==> src/rtl/worker_to_core_interleave_mapper_core_macros.svh <==
// Assertion macros for the mapper RTL.
`ifndef WORKER_TO_CORE_INTERLEAVE_MAPPER_CORE_MACROS_SVH
`define WORKER_TO_CORE_INTERLEAVE_MAPPER_CORE_MACROS_SVH

`ifndef SYNTH

// Same-cycle implication, sampled on the rising clock edge, off during reset.
`define WCIM_ASSERT_IMP(label, clk_sig, rstn_sig, ante, cons) \
    label: assert property (@(posedge clk_sig) disable iff (!rstn_sig) (ante) |-> (cons)) \
        else $error("wcim check failed");

// Next-cycle implication, sampled on the rising clock edge, off during reset.
`define WCIM_ASSERT_NEXT(label, clk_sig, rstn_sig, ante, cons) \
    label: assert property (@(posedge clk_sig) disable iff (!rstn_sig) (ante) |=> (cons)) \
        else $error("wcim check failed");

`else

`define WCIM_ASSERT_IMP(label, clk_sig, rstn_sig, ante, cons)
`define WCIM_ASSERT_NEXT(label, clk_sig, rstn_sig, ante, cons)

`endif

`endif

==> src/rtl/wcim_pkg.sv <==
`default_nettype none

package wcim_pkg;

    // Field widths of the transaction ports
    localparam int CMD_W    = 2;
    localparam int WORKER_W = 16;
    localparam int DSEL_W   = 3;
    localparam int SSEL_W   = 6;
    localparam int CNTV_W   = 7;
    localparam int CPUV_W   = 12;
    localparam int DCNT_W   = 4;
    localparam int DOM_W    = 3;
    localparam int CPU_W    = 12;

    // Command codes
    localparam logic [CMD_W-1:0] CMD_MAP         = 2'd0;
    localparam logic [CMD_W-1:0] CMD_SET_COUNT   = 2'd1;
    localparam logic [CMD_W-1:0] CMD_WRITE_ENTRY = 2'd2;

    // Controller to datapath commands
    typedef struct packed {
        logic write_count;
        logic write_table;
        logic div_first;
        logic div_second;
        logic save_dom;
        logic read_table;
        logic emit;
        logic emit_found;
        logic emit_dom_zero;
    } dp_cmd_t;

    // Datapath to controller status
    typedef struct packed {
        logic dc_zero;
        logic div_done;
        logic count_zero;
    } dp_stat_t;

endpackage

`default_nettype wire

==> src/rtl/wcim_ctrl.sv <==
`default_nettype none

module wcim_ctrl (
    input  wire logic                          clk,
    input  wire logic                          rst_n,
    input  wire logic                          start,
    input  wire logic [wcim_pkg::CMD_W-1:0]    command,
    input  wire wcim_pkg::dp_stat_t            stat,
    output wcim_pkg::dp_cmd_t                  cmd,
    output logic                               busy
);

    typedef enum logic [4:0] {
        ST_IDLE    = 5'b00001,
        ST_DIV_DOM = 5'b00010,
        ST_CNT     = 5'b00100,
        ST_DIV_POS = 5'b01000,
        ST_TBL     = 5'b10000
    } state_t;

    state_t state_reg;
    state_t state_next;

    always_comb
    begin
        state_next = state_reg;
        cmd        = '0;
        unique case (state_reg)
            ST_IDLE:
            begin
                if (start)
                begin
                    unique case (command)
                        wcim_pkg::CMD_MAP:
                        begin
                            if (stat.dc_zero)
                            begin
                                cmd.emit          = 1'b1;
                                cmd.emit_dom_zero = 1'b1;
                            end
                            else
                            begin
                                cmd.div_first = 1'b1;
                                state_next    = ST_DIV_DOM;
                            end
                        end
                        wcim_pkg::CMD_SET_COUNT:   cmd.write_count = 1'b1;
                        wcim_pkg::CMD_WRITE_ENTRY: cmd.write_table = 1'b1;
                        default: ;
                    endcase
                end
            end
            ST_DIV_DOM:
            begin
                if (stat.div_done)
                begin
                    cmd.save_dom = 1'b1;
                    state_next   = ST_CNT;
                end
            end
            ST_CNT:
            begin
                if (stat.count_zero)
                begin
                    cmd.emit   = 1'b1;
                    state_next = ST_IDLE;
                end
                else
                begin
                    cmd.div_second = 1'b1;
                    state_next     = ST_DIV_POS;
                end
            end
            ST_DIV_POS:
            begin
                if (stat.div_done)
                begin
                    cmd.read_table = 1'b1;
                    state_next     = ST_TBL;
                end
            end
            ST_TBL:
            begin
                cmd.emit       = 1'b1;
                cmd.emit_found = 1'b1;
                state_next     = ST_IDLE;
            end
            default: state_next = ST_IDLE;
        endcase
    end

    always_ff @(posedge clk or negedge rst_n)
    begin
        if (!rst_n)
        begin
            state_reg <= ST_IDLE;
        end
        else
        begin
            state_reg <= state_next;
        end
    end

    assign busy = (state_reg != ST_IDLE);

endmodule

`default_nettype wire

==> config.mk <==
export PLATFORM = sky130hd
export DESIGN_NAME = wcim_ctrl
export DESIGN_NICKNAME = d
export VERILOG_FILES = /design/src/rtl/worker_to_core_interleave_mapper_core_macros.svh /design/src/rtl/wcim_pkg.sv /design/src/rtl/wcim_ctrl.sv
export SDC_FILE = /design/constraint.sdc
export NUM_CORES = 1
export LEC_CHECK = 0
export BUFFER_PORTS_ARGS = -buffer_cell sky130_fd_sc_hd__buf_2
export CORE_AREA = 3 3 40 42
export CTS_CLUSTER_DIAMETER = 50
export DETAILED_ROUTE_END_ITERATION = 8
export DIE_AREA = 0 0 43 45
export SLEW_MARGIN = 30
export SYNTH_ARGS = -nofsm -noshare
export SYNTH_HDL_FRONTEND = slang
export SYNTH_SLANG_ARGS = --single-unit
==> constraint.sdc <==
create_clock -name clk -period 1.9 [get_ports clk]
set_clock_uncertainty 0.2 [all_clocks]
set_input_delay 0.19 -clock clk [delete_from_list [all_inputs] [get_ports clk]]
set_output_delay 0.19 -clock clk [all_outputs]
set_load 0.05 [all_outputs]
After elaboration in Yosys (flattened, before gate mapping)
Index checks and enable logic that the tools add are counted.
- add/sub/neg operators: 0
- multiply operators: 0
- div/mod/pow operators: 0
- magnitude comparators: 0
- equal/unequal tests: 13
- shifts and indexed selects: 0
- mux-type cells: 25
- bitwise gates (word level): 0
- reduce and logical (&&, ||, !) cells: 2
- operator list (kind ; number):
    2-to-1 mux 5 bit ; 5
    one-hot mux 5 bit (4 select lines) ; 1
    2-to-1 mux 1 bit ; 15
    != test 2 bit (second input constant) ; 4
    2-to-1 mux 3 bit ; 2
    == test 5 x 1 -> 1 bit (second input constant) ; 1
    == test 5 x 2 -> 1 bit (second input constant) ; 1
    == test 5 x 3 -> 1 bit (second input constant) ; 1
    == test 5 x 4 -> 1 bit (second input constant) ; 1
    == test 5 bit (second input constant) ; 1
    != test 5 x 1 -> 1 bit (second input constant) ; 1
    AND reduction 5 bit ; 1
    2-to-1 mux 4 bit ; 1
    one-hot mux 1 bit (3 select lines) ; 1
    == test 2 x 1 -> 1 bit (second input constant) ; 1
    == test 2 bit (second input constant) ; 1
    logical NOT 2 bit ; 1
    != test 2 x 1 -> 1 bit (second input constant) ; 1
- bits in registers: 5
- bits in latches: 0
- memory bits (writable): 0
- bits in read-only memories: 0
- input port bits: 8
- output and inout port bits: 10
- logic and storage cells: 41
- memories: 0

Depth between registers and ports, before layout
Gate-level depths: netlist of the first run.
- depth after elaboration: 4
- gate-level depth with buffers: 4
- depth with buffers taken out: 3

Least setup slack after synthesis of the first run
OpenSTA, ideal clock, no wires.
- path kind: reg-to-output
- start point: reg state_reg[4]
- end point: out cmd[7] (netlist name)
- data arrival time: 2.347 ns
- required time: 1.510 ns
- setup slack: -0.837 ns
- cell stages (with the launch flop): 5
- path buffers: 1
- cells stage by stage: dfrtp_1 -> buf_6 -> nor3_1 -> nand2_1 -> nor3_1
- RTL lines (element ; line ; source):
    from (decl) ; wcim_ctrl.sv:21 ; state_t state_reg;
    from (signal assigned) ; wcim_ctrl.sv:100 ; state_reg <= state_next;
    to (decl) ; wcim_ctrl.sv:9 ; output wcim_pkg::dp_cmd_t cmd,

==> impl_results.md, run 1 <==
* Combinational power share at 0.216
* Post-Synthesis Cells at 48
* Syn_nets at 56
* Final GP Congestion at 0.799
* Ys flop type: dfrtp_1
* Largest net degree at the start of global routing at 12
* Antenna violations before repair at 0
* Drt wl/cell at 12.1 um
* Top cell type's share of synthesized area at 0.246
* Overall routing resource usage at 0.132
* TritonCTS clock tree: done
* Avg Cell Area, Syn at 8.47 sq um
* Worst-path clk slew at 60 ps
* Unique masters post-synth at 24
* Net Sw Frac at 0.320
* Top cells by area, synth: dfrtp_1, nor3_1, dfstp_2, nand2_1, nor2b_1
* Critical path launch point type: flop
* Antenna diodes at 0
* Final instance area at 712 sq um
* Layout fillers at 117
* Crit path DAT at 1490 ps
* Clock power share at 0.433
* #FFs+latches synth at 5
* Design internal power at 0.000212 W
* Critical Path Fanout Max at 6
* Via-per-instance ratio at 5.02
* IO Pins at 18
* Leakage at 0.309 nW
* Chip height at 45 um
* Clock Tree Buf Depth at 2
* Final non-filler cell total at 90
* P&R area growth vs syn at 75.1%
* RSZ-0062 raised after global routing: yes
* Crit path max-delay cell type: dfrtp_2
* Share of cells above drive strength 1 at 0.680
* Setup CP Type: flop to primary output
* Power density cells at 437 nW/um^2
* Multi-input gate area at 330 sq um
* Max_cap viols at 0
* CTS buffer count at 3
* Final worst path period share at 0.991
* Final Hold Fails at 0
* IR Drop Worst-Case VDD at 0.355 mV
* Total power at 0.000311 W
* Nets at 84
* Post-synthesis cell area at 407 sq um
* Hold WC Path Type: input pin to async pin
* Slew margin rel. at 0.831
* CP Cell Sequence: buf_6, nor2b_4, nand2_2, nor4_2, buf_4
* Via count at 452
* Most common cell in the netlist: nand2_1
* Register area at 130 sq um
* Cell row count at 13
* Async S/R FF share, synth at 1.00
* Die W at 43 um
* # H-tree levels at 1
* Ys Warns at 0
* Worst-Skew Late Latency at 260 ps
* Critical Path Sink Type: primary output
* Top cells by count, synth: nand2_1, nor3_1, dfrtp_1, nor2_1
* Core area at 1280 sq um
* Max reg flops at 5
* Setup violators final at 0
* DRC viols at 0
* GR Overflow Total at 0
* Crit path time final at 1880 ps
* Slew @ Worst Pin at 253 ps
* Largest stage delay on the critical path at 440 ps
* Vias in the first global route at 389
* Placed cell area at 569 sq um
* Sequential share of power at 0.352
* Initial DRC count at 2
* Area of the die at 1940 sq um
* Total iterations of the first detailed-routing run at 2
* Placed cells at 81
* Register area share after synthesis at 0.311
* Post-Route WL at 1.09 mm
* Root Buffer: clkbuf_4
* Post-synth EDFFs at 0
* Initial Utilization at 0.316
* TritonCTS sink count at 5
* ANT nets after route at 0
* DP Wirelength at 768 um
* Pins over their slew limit at 0
* Synth area leader: dfrtp_1
* Critical Path RT at 1510 ps
* Status: finished, final reports clean
* Port bufs at 17
* Sw power at 0.0000994 W
* First-pass GRT wire length at 1.79 mm
* Achievable Freq at 0.531 GHz
power by group through the flow:
stage / registers, W / clock network (W) / logic [W]
after detailed placement: 0.000111 / 0 / 0.0000580
after floorplan: 0.000111 / 0 / 0.0000373
final: 0.000109 / 0.000135 / 0.0000670
after CTS: 0.000109 / 0.000140 / 0.0000633
after global placement: 0.000111 / 0 / 0.0000579
after global routing: 0.000109 / 0.000149 / 0.0000717
placed cells by master (no fill, tap or decap), types with 3 or more instances in the layout:
cell	netlist	routed
nor2_1	4	4
clkbuf_4	0	5
buf_4	0	9
buf_2	1	9
nand2_1	7	5
dfrtp_2	0	3
buf_6	1	6
nor3_4	1	4
area by class of cell:
class	instances	share of cell area
clock buffers	3	0.0316
clock inverters	1	0.00703
multi-input cells	39	0.464
flip-flops and latches	5	0.183
well taps	15	0.0264
repair buffers	27	0.288
worst max-delay path: cells and delay by family (launching register included):
| kind | cells | cell delay (ps) |
|---|---|---|
| buf+inv | 2 | 390 |
| flops | 1 | 440 |
| simple gates | 3 | 410 |
kinds of logic after synthesis:
group                  count (synthesis)  share of synthesized area
AND/OR/NAND/NOR                       32                      0.483
AO/OA/AOI/OAI                          6                      0.123
buffers and inverters                  4                     0.0585
flip-flops                             5                      0.311
multiplexers                           1                     0.0246
stage by stage:
| stage | util | setup slack, ps | TNS, ps | hold slack, ps |
|---|---|---|---|---|
| final | 0.554 | 16.4 | 0 | 73.7 |
| after global routing | 0.554 | -73.6 | -134 | 77.2 |
| after CTS | 0.497 | 9.50 | 0 | 23.1 |
| after detailed placement | 0.443 | 109 | 0 | -191 |
| after global placement | 0.443 | 103 | 0 | -191 |
| after floorplan | - | -129 | -357 | -306 |
final timing paths:
check | from | endpoint | slack, ps | depth (start not counted)
max | state_reg[2] | cmd[3] | 20 | 5
min | rst_n | state_reg[3] | 70 | 2
max reg2reg | state_reg[4] | state_reg[0] | 440 | 4
min reg2reg | state_reg[4] | state_reg[0] | 410 | 2
max in group asynchronous | rst_n | state_reg[0] | 1210 | 2
min in group clk | stat[1] | state_reg[3] | 80 | 3
per-layer routing:
layer	up-vias	track usage	part of all wire	routed length (um)
li1	232	-	-	-
met1	207	0.160	0.43	471
met2	11	0.186	0.50	540
met3	2	0.0478	0.048	52
met4	0	0.108	0.021	23
met5	-	0	0	0
repair_timing:
action	in CTS	in global routing
setup buffers	0	4
hold endpoints to repair	5	0
hold buffers	1	0
endpoints found under the setup margin	7	8
gates resized for setup	10	14
pin swaps	1	5
(Power assumes the default switching activity.)
==> inputs of run 2 (changes only) <==
Settings changed: CORE_AREA 3 3 40 42 to not set, CORE_MARGIN set to 3, CORE_UTILIZATION set to 30, DIE_AREA 0 0 43 45 to not set, SETUP_SLACK_MARGIN set to 0.3.
==> impl_results.md, run 2 (synthesis results as in run 1) <==
* Crit path time final at 1840 ps
* Total power at 0.000309 W
* Worst-path clk slew at 40 ps
* ANT nets after route at 0
* Antenna violations before repair at 0
* RSZ-0062 raised after global routing: yes
* Die W at 42.8 um
* Critical Path RT at 1510 ps
* CTS buffer count at 3
* Slew @ Worst Pin at 262 ps
* Power density cells at 364 nW/um^2
* Pins over their slew limit at 0
* GR Overflow Total at 0
* Slew margin rel. at 0.825
* Cell row count at 12
* Leakage at 0.355 nW
* IR Drop Worst-Case VDD at 0.470 mV
* Drt wl/cell at 14.2 um
* Via count at 487
* Critical Path Sink Type: primary output
* TritonCTS sink count at 5
* Area of the die at 1830 sq um
* DP Wirelength at 866 um
* Port bufs at 17
* Critical Path Fanout Max at 3
* Critical path launch point type: flop
* Worst-Skew Late Latency at 240 ps
* Share of cells above drive strength 1 at 0.731
* TritonCTS clock tree: done
* P&R area growth vs syn at 109%
* Clock Tree Buf Depth at 2
* Crit path DAT at 1450 ps
* Via-per-instance ratio at 5.29
* Total iterations of the first detailed-routing run at 4
* Hold WC Path Type: input pin to async pin
* Final Hold Fails at 0
* First-pass GRT wire length at 2.17 mm
* Achievable Freq at 0.542 GHz
* Core area at 1190 sq um
* Root Buffer: clkbuf_4
* Setup TNS at 0 ps
* Nets at 87
* Overall routing resource usage at 0.161
* Max reg flops at 5
* Vias in the first global route at 505
* # H-tree levels at 1
* Antenna diodes at 0
* Initial DRC count at 8
* Final GP Congestion at 0.741
* IO Pins at 18
* Post-Route WL at 1.31 mm
* Max_cap viols at 0
* Status: finished, final reports clean
* Setup CP Type: flop to primary output
* DRC viols at 0
* Largest net degree at the start of global routing at 8
* Most frequent cells in the layout: buf_6, buf_2, buf_4, nor3_4
* Initial Utilization at 0.343
* Final worst path period share at 0.971
* Chip height at 42.8 um
* Setup violators final at 0
* Most common cell after layout, fill and taps aside: buf_6
-- run 2: metal layers --
metal | up-vias | track usage | share of wire
met5 | - | 0 | 0
met4 | 0 | 0.0559 | 0.021
met3 | 4 | 0.0678 | 0.064
met2 | 18 | 0.275 | 0.51
met1 | 230 | 0.176 | 0.40
li1 | 235 | - | -
-- run 2: final timing paths --
check / cells past startpoint / slack, ps / to / from
max: 4 / 60 / cmd[2] / state_reg[0]
min: 2 / 90 / state_reg[4] / rst_n
max reg2reg: 5 / 360 / state_reg[0] / state_reg[3]
min reg2reg: 2 / 430 / state_reg[1] / state_reg[4]
max in group asynchronous: 2 / 1190 / state_reg[0] / rst_n
min in group clk: 3 / 100 / state_reg[2] / stat[1]
-- run 2: timing repair --
action / 4_1_cts / 5_1_grt
gates resized for setup: 36 / 5
pin swaps: 7 / 2
hold endpoints to repair: 5 / 0
hold buffers: 1 / 0
buffers inserted: 7 / 0
setup endpoints to repair: 10 / 12
-- run 2: final cells by class --
cell class / count / area, sq um
clock buffer: 4 / 26.3
sequential: 5 / 131
tap: 14 / 17.5
fill: 88 / 337
multi-input combinational: 39 / 397
timing repair buffer: 30 / 278
-- run 2: where the power goes --
group	leakage, nW	total, W	switching [W]	internal, W
Combinational	0.280	0.0000788	0.0000454	0.0000335
Clock	0.0150	0.000120	0.0000406	0.0000792
Sequential	0.0596	0.000111	0.00000187	0.000109
-- run 2: per-stage QoR --
stage | hold WS, ps | area [sq um] | utilization | instances | worst slack, ps
3_3_place_gp | -190 | 619 | 0.522 | 80 | 164
2_1_floorplan | -306 | 514 | - | 48 | 121
5_1_grt | 106 | 850 | 0.716 | 92 | 5.15
3_5_place_dp | -190 | 619 | 0.522 | 80 | 157
4_1_cts | 94.8 | 817 | 0.689 | 92 | 53.1
6_report | 94.7 | 850 | 0.716 | 92 | 55.1
-- run 2: worst max-delay path, stage by stage, from the launching register on --
cell	delay, ps
dfstp_2	550
nor2b_4	180
and4_4	250
a21o_4	90
buf_8	130
